--- src/rtl/tbbm_pkg.sv ---
// ----------------------------------------------------------------------------
// tbbm_pkg
// Shared types, codes and helpers for the text bounding box measurer.
// ----------------------------------------------------------------------------
package tbbm_pkg;

    localparam int GLYPH_COUNT = 95;
    localparam int GLYPH_AW    = (GLYPH_COUNT > 1) ? $clog2(GLYPH_COUNT) : 1;
    localparam int COORD_BITS  = 16;
    localparam int WIDE_BITS   = COORD_BITS + 2;
    localparam int OUT_BITS    = 16;
    localparam int FIELD_BITS  = 6;
    localparam int HEIGHT_BITS = 8;

    localparam logic [1:0] MODE_LOAD    = 2'd0;
    localparam logic [1:0] MODE_MEASURE = 2'd1;
    localparam logic [1:0] MODE_END     = 2'd2;

    localparam logic [7:0] CHAR_FIRST   = 8'd32;
    localparam logic [7:0] CHAR_LAST    = 8'd126;
    localparam logic [7:0] CHAR_NEWLINE = 8'd10;

    localparam int LINE_GAP_SHIFT = 2;

    localparam logic CFG_FONT_HEIGHT  = 1'b0;
    localparam logic CFG_ADVANCE_ONLY = 1'b1;

    localparam logic [HEIGHT_BITS-1:0] FONT_HEIGHT_RESET = 8'd16;

    typedef struct packed {
        logic        [FIELD_BITS-1:0] advance;
        logic signed [FIELD_BITS-1:0] y_shift;
        logic signed [FIELD_BITS-1:0] x_shift;
        logic        [FIELD_BITS-1:0] width;
    } metrics_t;

    typedef enum logic [1:0] {
        OP_NOP,
        OP_GLYPH,
        OP_NEWLINE,
        OP_END
    } op_t;

    typedef struct packed {
        logic signed [OUT_BITS-1:0] left;
        logic signed [OUT_BITS-1:0] top;
        logic signed [OUT_BITS-1:0] right;
        logic signed [OUT_BITS-1:0] bottom;
    } box_t;

    function automatic logic signed [COORD_BITS-1:0] sat_coord(
        input logic signed [WIDE_BITS-1:0] v
    );
        logic signed [WIDE_BITS-1:0] hi;
        logic signed [WIDE_BITS-1:0] lo;
        hi = WIDE_BITS'({1'b0, {(COORD_BITS-1){1'b1}}});
        lo = ~hi;
        if (v > hi)
        begin
            return hi[COORD_BITS-1:0];
        end
        else if (v < lo)
        begin
            return lo[COORD_BITS-1:0];
        end
        else
        begin
            return v[COORD_BITS-1:0];
        end
    endfunction

    function automatic logic signed [WIDE_BITS-1:0] widen(
        input logic signed [COORD_BITS-1:0] v
    );
        return {{(WIDE_BITS-COORD_BITS){v[COORD_BITS-1]}}, v};
    endfunction

endpackage

--- src/rtl/tbbm_glyph_table.sv ---
// ----------------------------------------------------------------------------
// tbbm_glyph_table
// Glyph metrics memory with one write port and one registered read port.
// ----------------------------------------------------------------------------
module tbbm_glyph_table (
    input  logic                         clk,
    input  logic                         wr_en,
    input  logic [tbbm_pkg::GLYPH_AW-1:0] wr_addr,
    input  tbbm_pkg::metrics_t           wr_data,
    input  logic                         rd_en,
    input  logic [tbbm_pkg::GLYPH_AW-1:0] rd_addr,
    output tbbm_pkg::metrics_t           rd_data
);

    tbbm_pkg::metrics_t mem [tbbm_pkg::GLYPH_COUNT];
    tbbm_pkg::metrics_t rd_data_reg;

    always_ff @(posedge clk)
    begin
        if (wr_en)
        begin
            mem[wr_addr] <= wr_data;
        end
        if (rd_en)
        begin
            rd_data_reg <= mem[rd_addr];
        end
    end

    assign rd_data = rd_data_reg;

endmodule

--- src/rtl/tbbm_measure_core.sv ---
// ----------------------------------------------------------------------------
// tbbm_measure_core
// Per-string pen and extent state, updated once per retired request.
// ----------------------------------------------------------------------------
module tbbm_measure_core (
    input  logic                                clk,
    input  logic                                rst_n,
    input  logic                                step_en,
    input  tbbm_pkg::op_t                       op,
    input  tbbm_pkg::metrics_t                  metrics,
    input  logic [tbbm_pkg::HEIGHT_BITS-1:0]    font_height,
    input  logic                                advance_only,
    output tbbm_pkg::box_t                      box
);

    localparam int C = tbbm_pkg::COORD_BITS;
    localparam int W = tbbm_pkg::WIDE_BITS;
    localparam int F = tbbm_pkg::FIELD_BITS;
    localparam int H = tbbm_pkg::HEIGHT_BITS;

    logic signed [C-1:0] pen_x_reg, pen_x_next;
    logic signed [C-1:0] pen_y_reg, pen_y_next;
    logic signed [C-1:0] ext_left_reg, ext_left_next;
    logic signed [C-1:0] ext_top_reg, ext_top_next;
    logic signed [C-1:0] ext_bottom_reg, ext_bottom_next;
    logic signed [C-1:0] widest_reg, widest_next;
    logic signed [C-1:0] line_adv_reg, line_adv_next;
    logic signed [C-1:0] line_drawn_reg, line_drawn_next;
    logic signed [C-1:0] overflow_reg, overflow_next;

    logic signed [W-1:0] xs_w, ys_w, width_w, adv_w, height_w, gap_w;
    logic signed [W-1:0] px_w, py_w;
    logic signed [C-1:0] drawn_right, glyph_bottom, glyph_left, glyph_top, pen_adv;
    logic signed [C-1:0] nl_pen_y, line_ov, overflow_closed, right_sum;

    assign xs_w     = {{(W-F){metrics.x_shift[F-1]}}, metrics.x_shift};
    assign ys_w     = {{(W-F){metrics.y_shift[F-1]}}, metrics.y_shift};
    assign width_w  = {{(W-F){1'b0}}, metrics.width};
    assign adv_w    = {{(W-F){1'b0}}, metrics.advance};
    assign height_w = {{(W-H){1'b0}}, font_height};
    assign gap_w    = height_w >>> tbbm_pkg::LINE_GAP_SHIFT;
    assign px_w     = tbbm_pkg::widen(pen_x_reg);
    assign py_w     = tbbm_pkg::widen(pen_y_reg);

    assign drawn_right  = tbbm_pkg::sat_coord(px_w + xs_w + width_w);
    assign glyph_bottom = tbbm_pkg::sat_coord(py_w + ys_w + height_w);
    assign glyph_left   = tbbm_pkg::sat_coord(px_w + xs_w);
    assign glyph_top    = tbbm_pkg::sat_coord(py_w + ys_w);
    assign pen_adv      = tbbm_pkg::sat_coord(px_w + xs_w + adv_w);
    assign nl_pen_y     = tbbm_pkg::sat_coord(py_w + height_w + gap_w);

    // overflow of the line being closed
    assign line_ov = tbbm_pkg::sat_coord(tbbm_pkg::widen(line_drawn_reg)
                                         - tbbm_pkg::widen(line_adv_reg));
    assign overflow_closed = (line_ov > overflow_reg) ? line_ov : overflow_reg;
    assign right_sum = tbbm_pkg::sat_coord(tbbm_pkg::widen(widest_reg)
                                           + tbbm_pkg::widen(overflow_closed));

    always_comb
    begin
        box.left   = advance_only ? '0 : tbbm_pkg::OUT_BITS'(ext_left_reg);
        box.top    = tbbm_pkg::OUT_BITS'(ext_top_reg);
        box.right  = advance_only ? tbbm_pkg::OUT_BITS'(widest_reg)
                                  : tbbm_pkg::OUT_BITS'(right_sum);
        box.bottom = tbbm_pkg::OUT_BITS'(ext_bottom_reg);
    end

    always_comb
    begin
        pen_x_next      = pen_x_reg;
        pen_y_next      = pen_y_reg;
        ext_left_next   = ext_left_reg;
        ext_top_next    = ext_top_reg;
        ext_bottom_next = ext_bottom_reg;
        widest_next     = widest_reg;
        line_adv_next   = line_adv_reg;
        line_drawn_next = line_drawn_reg;
        overflow_next   = overflow_reg;
        case (op)
            tbbm_pkg::OP_GLYPH:
            begin
                if (drawn_right > line_drawn_reg)
                begin
                    line_drawn_next = drawn_right;
                end
                if (glyph_bottom > ext_bottom_reg)
                begin
                    ext_bottom_next = glyph_bottom;
                end
                if (glyph_left < ext_left_reg)
                begin
                    ext_left_next = glyph_left;
                end
                if (glyph_top < ext_top_reg)
                begin
                    ext_top_next = glyph_top;
                end
                pen_x_next = pen_adv;
                if (pen_adv > widest_reg)
                begin
                    widest_next = pen_adv;
                end
                if (pen_adv > line_adv_reg)
                begin
                    line_adv_next = pen_adv;
                end
            end
            tbbm_pkg::OP_NEWLINE:
            begin
                pen_y_next = nl_pen_y;
                pen_x_next = '0;
                if (nl_pen_y > ext_bottom_reg)
                begin
                    ext_bottom_next = nl_pen_y;
                end
                overflow_next   = overflow_closed;
                line_adv_next   = '0;
                line_drawn_next = '0;
            end
            tbbm_pkg::OP_END:
            begin
                pen_x_next      = '0;
                pen_y_next      = '0;
                ext_left_next   = '0;
                ext_top_next    = '0;
                ext_bottom_next = '0;
                widest_next     = '0;
                line_adv_next   = '0;
                line_drawn_next = '0;
                overflow_next   = '0;
            end
            default:
            begin
            end
        endcase
    end

    always_ff @(posedge clk or negedge rst_n)
    begin
        if (!rst_n)
        begin
            pen_x_reg      <= '0;
            pen_y_reg      <= '0;
            ext_left_reg   <= '0;
            ext_top_reg    <= '0;
            ext_bottom_reg <= '0;
            widest_reg     <= '0;
            line_adv_reg   <= '0;
            line_drawn_reg <= '0;
            overflow_reg   <= '0;
        end
        else if (step_en)
        begin
            pen_x_reg      <= pen_x_next;
            pen_y_reg      <= pen_y_next;
            ext_left_reg   <= ext_left_next;
            ext_top_reg    <= ext_top_next;
            ext_bottom_reg <= ext_bottom_next;
            widest_reg     <= widest_next;
            line_adv_reg   <= line_adv_next;
            line_drawn_reg <= line_drawn_next;
            overflow_reg   <= overflow_next;
        end
    end

endmodule

--- src/rtl/text_bounding_box_measurer.sv ---
// ----------------------------------------------------------------------------
// text_bounding_box_measurer
// Measures the pixel bounding box of a text string one character at a time.
// ----------------------------------------------------------------------------
// One request is accepted per clock unless the input stalls. Glyph loads
// write the metrics table in the accept cycle; a character reads its table
// entry in the accept cycle and updates the pen and extent registers in the
// next cycle, so a new character can follow every cycle. An end-of-string
// request passes the stage register and delivers its box from the output
// register. Input stalls only while a box waits in the output register and
// the next end-of-string request is ready to retire. The user writes the font
// height and advance-only flag only while idle (not enforced by the block).
module text_bounding_box_measurer (
    input  logic               clk,
    input  logic               rst_n,
    input  logic               cfg_write_en,
    input  logic               cfg_index,
    input  logic [7:0]         cfg_data,
    input  logic               in_valid,
    output logic               in_ready,
    input  logic [1:0]         mode,
    input  logic [6:0]         glyph_index,
    input  logic [7:0]         char_code,
    input  logic [5:0]         glyph_width,
    input  logic signed [5:0]  glyph_x_shift,
    input  logic signed [5:0]  glyph_y_shift,
    input  logic [5:0]         glyph_advance,
    output logic               out_valid,
    input  logic               out_ready,
    output logic signed [15:0] box_left,
    output logic signed [15:0] box_top,
    output logic signed [15:0] box_right,
    output logic signed [15:0] box_bottom
);

    localparam int AW = tbbm_pkg::GLYPH_AW;

    logic [tbbm_pkg::HEIGHT_BITS-1:0] font_height_reg;
    logic                             advance_only_reg;

    logic               accept;
    logic [7:0]         entry;
    logic               is_printable, is_newline, load_ok;
    tbbm_pkg::metrics_t wr_metrics, rd_metrics;
    tbbm_pkg::op_t      op_in;

    logic               s_valid_reg, s_valid_next;
    tbbm_pkg::op_t      s_op_reg;
    logic               stall, step_en;

    tbbm_pkg::box_t     box_result, box_reg;
    logic               out_valid_reg, out_valid_next;

    // configuration
    always_ff @(posedge clk or negedge rst_n)
    begin
        if (!rst_n)
        begin
            font_height_reg  <= tbbm_pkg::FONT_HEIGHT_RESET;
            advance_only_reg <= 1'b0;
        end
        else if (cfg_write_en)
        begin
            case (cfg_index)
                tbbm_pkg::CFG_FONT_HEIGHT:  font_height_reg  <= cfg_data;
                tbbm_pkg::CFG_ADVANCE_ONLY: advance_only_reg <= cfg_data[0];
                default:
                begin
                end
            endcase
        end
    end

    // request decode
    assign accept = in_valid && in_ready;
    assign entry  = char_code - tbbm_pkg::CHAR_FIRST;
    assign is_printable = (char_code >= tbbm_pkg::CHAR_FIRST)
                       && (char_code <= tbbm_pkg::CHAR_LAST)
                       && (9'(entry) < 9'(tbbm_pkg::GLYPH_COUNT));
    assign is_newline = (char_code == tbbm_pkg::CHAR_NEWLINE);
    assign load_ok    = (9'(glyph_index) < 9'(tbbm_pkg::GLYPH_COUNT));

    always_comb
    begin
        case (mode)
            tbbm_pkg::MODE_MEASURE:
            begin
                if (is_printable)
                begin
                    op_in = tbbm_pkg::OP_GLYPH;
                end
                else if (is_newline)
                begin
                    op_in = tbbm_pkg::OP_NEWLINE;
                end
                else
                begin
                    op_in = tbbm_pkg::OP_NOP;
                end
            end
            tbbm_pkg::MODE_END: op_in = tbbm_pkg::OP_END;
            default:            op_in = tbbm_pkg::OP_NOP;
        endcase
    end

    assign wr_metrics.advance = glyph_advance;
    assign wr_metrics.y_shift = glyph_y_shift;
    assign wr_metrics.x_shift = glyph_x_shift;
    assign wr_metrics.width   = glyph_width;

    tbbm_glyph_table u_table (
        .clk     (clk),
        .wr_en   (accept && (mode == tbbm_pkg::MODE_LOAD) && load_ok),
        .wr_addr (AW'(glyph_index)),
        .wr_data (wr_metrics),
        .rd_en   (accept && (op_in == tbbm_pkg::OP_GLYPH)),
        .rd_addr (AW'(entry)),
        .rd_data (rd_metrics)
    );

    // stage register
    assign stall    = s_valid_reg && (s_op_reg == tbbm_pkg::OP_END)
                   && out_valid_reg && !out_ready;
    assign step_en  = s_valid_reg && !stall;
    assign in_ready = !stall;

    always_comb
    begin
        s_valid_next = s_valid_reg;
        if (accept)
        begin
            s_valid_next = 1'b1;
        end
        else if (step_en)
        begin
            s_valid_next = 1'b0;
        end
    end

    always_ff @(posedge clk or negedge rst_n)
    begin
        if (!rst_n)
        begin
            s_valid_reg <= 1'b0;
            s_op_reg    <= tbbm_pkg::OP_NOP;
        end
        else
        begin
            s_valid_reg <= s_valid_next;
            if (accept)
            begin
                s_op_reg <= op_in;
            end
        end
    end

    tbbm_measure_core u_core (
        .clk          (clk),
        .rst_n        (rst_n),
        .step_en      (step_en),
        .op           (s_op_reg),
        .metrics      (rd_metrics),
        .font_height  (font_height_reg),
        .advance_only (advance_only_reg),
        .box          (box_result)
    );

    // result register
    always_comb
    begin
        out_valid_next = out_valid_reg;
        if (step_en && (s_op_reg == tbbm_pkg::OP_END))
        begin
            out_valid_next = 1'b1;
        end
        else if (out_ready)
        begin
            out_valid_next = 1'b0;
        end
    end

    always_ff @(posedge clk or negedge rst_n)
    begin
        if (!rst_n)
        begin
            out_valid_reg <= 1'b0;
        end
        else
        begin
            out_valid_reg <= out_valid_next;
        end
    end

    always_ff @(posedge clk)
    begin
        if (step_en && (s_op_reg == tbbm_pkg::OP_END))
        begin
            box_reg <= box_result;
        end
    end

    assign out_valid  = out_valid_reg;
    assign box_left   = box_reg.left;
    assign box_top    = box_reg.top;
    assign box_right  = box_reg.right;
    assign box_bottom = box_reg.bottom;

endmodule

--- config.mk ---
export PLATFORM = sky130hd
export DESIGN_NAME = text_bounding_box_measurer
export DESIGN_NICKNAME = d
export VERILOG_FILES = /design/src/rtl/tbbm_pkg.sv /design/src/rtl/tbbm_glyph_table.sv /design/src/rtl/tbbm_measure_core.sv /design/src/rtl/text_bounding_box_measurer.sv
export SDC_FILE = /design/constraint.sdc
export NUM_CORES = 2
export LEC_CHECK = 0
export ABC_AREA = 1
export BUFFER_PORTS_ARGS = -buffer_cell sky130_fd_sc_hd__clkbuf_2
export CAP_MARGIN = 15
export CORE_MARGIN = 10
export CORE_UTILIZATION = 40
export CTS_BUF_LIST = sky130_fd_sc_hd__clkbuf_4 sky130_fd_sc_hd__clkbuf_8 sky130_fd_sc_hd__clkbuf_16
export DETAILED_ROUTE_END_ITERATION = 8
export HOLD_SLACK_MARGIN = 0.1
export PLACE_DENSITY = 0.68
export RECOVER_POWER = 100
export SLEW_MARGIN = 20
export SYNTH_ARGS = -nofsm -noshare
export SYNTH_HDL_FRONTEND = slang
export SYNTH_SLANG_ARGS = --single-unit
--- constraint.sdc ---
create_clock -name clk -period 6.7 [get_ports clk]
set_clock_uncertainty 0.2 [all_clocks]
set_input_delay 1.34 -clock clk [delete_from_list [all_inputs] [get_ports clk]]
set_output_delay 1.34 -clock clk [all_outputs]
set_load 0.02 [all_outputs]
==> reports/qor.csv <==
stage;metric;value;unit
floorplan;I/O pin cnt;121;
global_routing;total gr overflow;0;
layout;Syn-to-layout area delta;15.8;%
pwr;leakage;42.4;nW
yosys;register area share after synthesis;0.710;
drt;Pre-antenna DRT Iters;9;
yosys;Synth warnings;0;
critical_path;critical path's top delay family;compound AO/OA/AOI/OAI gates;
layout;fraction of layout cells with a size suffix above 1;0.144;
yosys;number of flops mapped to enable cells by yosys;2368;
drt;antenna viol nets, final;0;
placed_design;HPWL Detailed;183000;um
sta;RSZ-0062 raised after global routing;true;
yosys;count of state elements after synthesis;2525;
drt;Routed WL;313000;um
hold_path;HP Class;reg2reg;
drt;number of remaining DRC errors;0;
sta;WHS;0.251;ns
global_routing;initial antenna violation count;28;
pwr;Final Total Pwr;55.9;mW
drt;total number of vias;72700;
sta;Tcrit/Tclk final;1.05;
layout;filler cell count;22600;
drt;Iteration-0 DRC Markers;9232;
sta;fin crit period;7.05;ns
yosys;Cell variety after synth;76;
critical_path;Worst Path Buf+Inv;8;
floorplan;CORE AREA;263000;um^2
drt;routed vias/inst;5.85;
critical_path;largest fanout on the critical path;6;
job;number of max-cap violations;3;
global_routing;first-pass GRT wire length;457000;um
critical_path;critical path launch point type;flop;
drt;drt wl/cell;25.2;um
clock_tree;clk buf depth;4;
status;failing checks;capacitance limit, slew limit, setup timing;
floorplan;die area;285000;um^2
yosys;Post-Syn Nets;8651;
status;status;finished, violations left;
floorplan;die width;534;um
yosys;gate count of the mapped netlist;8357;
clock_tree;H-tree levels;5;
yosys;Synth Flop Type;edfxtp_1;
critical_path;Critical Path AT;7.55;ns
floorplan;Die H;534;um
critical_path;slowest stage delay, CP;0.40;ns
clock_tree;register clock-pin slew on the reported worst setup and hold paths;0.06;ns
global_routing;vias in the first global route;70300;
layout;Largest register FFs;2280;
layout;Design Area, Final;122000;um^2
layout;Final Util;0.466;
critical_path;Critical Path Most Common Cell;inv_2;
clock_tree;clock insertion delay at the later pin of the skew report;0.93;ns
clock_tree;CTS root buf;clkbuf_16;
placed_design;Placed Area;112000;um^2
sta;worst setup margin;-0.348;ns
placed_design;gpl congestion;0.884;
yosys;synthesized area;106000;um^2
sta;max_slew headroom;-0.181;
pwr;Pwr Density;457;nW/um^2
sta;maximum clock frequency;0.142;GHz
global_routing;largest net degree at the start of global routing;126;
sta;final setup TNS;-4.94;ns
pwr;maximum vdd ir drop;1040;uV
clock_tree;cts bufs inserted;277;
floorplan;Initial Utilization;0.402;
critical_path;Worst Path Required;7.20;ns
sta;Fin. Hold Viols;0;
critical_path;CP max stage cell;fa_2;
yosys;Syn Area/Cell;12.7;um^2
sta;final setup violation count;16;
floorplan;num rows;188;
sta;worst slew pin tran;1.77;ns
global_routing;All-Layer GR Usage;0.209;
critical_path;CP Capture Type;flop;
clock_tree;Sink Count;2525;
placed_design;number of port buffers;120;
sta;final count of pins violating max slew;93;
layout;Nets;9002;
yosys;asr flop ratio synth;0.0622;
critical_path;crit path kind;reg2reg;
clock_tree;TritonCTS clock tree;built;
Yosys cell counts (all sizes together) (10+ instances only):
| master | n | area [um^2] |
|---|---|---|
| a22oi | 282 | 2120 |
| o22ai | 26 | 163 |
| a221o | 10 | 100 |
| xor2 | 69 | 612 |
| nand3 | 297 | 1500 |
| o2111ai | 43 | 377 |
| ha | 230 | 2880 |
| o21ai | 1121 | 5670 |
| nand2 | 1072 | 4070 |
| nor3 | 26 | 145 |
| xnor2 | 22 | 200 |
| or2 | 10 | 62.6 |
| o21a | 10 | 75.1 |
| a22o | 13 | 114 |
| o211ai | 36 | 275 |
| a31oi | 48 | 300 |
| a32oi | 20 | 175 |
| nor2 | 943 | 3560 |
| buf | 98 | 428 |
| clkbuf | 386 | 1450 |
| nand4 | 46 | 288 |
| dfrtp | 156 | 3900 |
| a21oi | 274 | 1380 |
| edfxtp | 2368 | 71100 |
| a221oi | 260 | 2280 |
| inv | 375 | 1410 |
| a311oi | 13 | 114 |
repair_timing:
| item | CTS | global route |
|---|---|---|
| setup endpoints to repair | 16 | 76 |
| pin swaps | 51 | 36 |
| cloned | 2 | 0 |
| hold buffers | 0 | 0 |
| gates resized for setup | 49 | 79 |
| buffers inserted | 40 | 14 |
per-stage QoR:
step                      setup WS [ns]  instances
after floorplan                 0.00368       8357
after global placement           -0.579      11900
after detailed placement         -0.722      11900
after CTS                        -0.122      12400
after global routing             -0.796      12400
final                            -0.348      12400
metal layers:
metal  up-vias  wire, um  share of wire  track usage
li1      31800         -              -            -
met4        12     15900          0.051       0.0957
met5         -        75        0.00024            0
met2      4261    145000           0.46        0.333
met1     35800    121000           0.39        0.276
met3       800     31200           0.10       0.0402
cells in the final DEF, fill, tap and decap left out, types with 66 or more instances in the layout:
master     count
a21oi_1      257
edfxtp_1    2368
a22oi_1      280
xor2_1        66
clkbuf_2      91
ha_1         214
buf_4        409
nor2_1       825
clkbuf_16    286
a221oi_1     260
nand3_1      293
inv_1        334
o21ai_0     1059
dfrtp_1      156
nor2_2       111
nand2_1     1034
kinds of logic (layout without fill, tap and decap cells):
family                     count (synthesis)  count (layout)  synth area share
DFF                                     2525            2525             0.710
and+or+nand+nor                         2416            2418            0.0926
AOI/OAI and AO/OA                       2219            2219             0.129
buffers and inverters                    862            1408            0.0312
adders and majority gates                239             239            0.0289
xor gates and xnor gates                  91              91           0.00768
muxes                                      5               5          0.000533
other                                      0               9                 0
worst reg2reg max path, delay by kind of cell (launching register included):
kind | cells | cell delay (ns)
compound gates | 19 | 3.03
flops | 1 | 0.38
simple gates | 13 | 1.19
fa+ha+maj | 5 | 1.35
buf+inv | 8 | 0.74
power breakdown:
part | switching [mW] | internal, mW
Clock | 6.05 | 9.04
Combinational | 13.0 | 9.68
Sequential | 0.350 | 17.8
Total | 19.4 | 36.5
final cells by class:
class                   instances  area [um^2]  area share
inverters                     378         1460      0.0119
flip-flops and latches       2525        75000       0.613
well taps                    3515         4400      0.0359
diodes                          9         22.5    0.000184
clock buffers                 339         7560      0.0617
clock inverters               137         1360      0.0111
multi-input cells            4972        28300       0.231
repair buffers                554         4330      0.0354
worst paths after layout:
kind	start	to	slack, ns	cells past startpoint
min in group asynchronous	rst_n	advance_only_reg$_DFFE_PN0P_	0.38	1
hold reg to reg	u_core.ext_bottom_reg[15]$_DFFE_PN0P_	box_bottom[15]$_DFFE_PP_	0.25	0
hold / removal	u_core.ext_bottom_reg[15]$_DFFE_PN0P_	box_bottom[15]$_DFFE_PP_	0.25	0
setup / recovery	u_core.line_drawn_reg[0]$_DFFE_PN0P_	box_right[3]$_DFFE_PP_	-0.35	45
max in group asynchronous	rst_n	u_core.pen_x_reg[0]$_DFFE_PN0P_	4.55	2
setup reg to reg	u_core.line_drawn_reg[0]$_DFFE_PN0P_	box_right[3]$_DFFE_PP_	-0.35	45
Power figures use the tool's default switching activity.
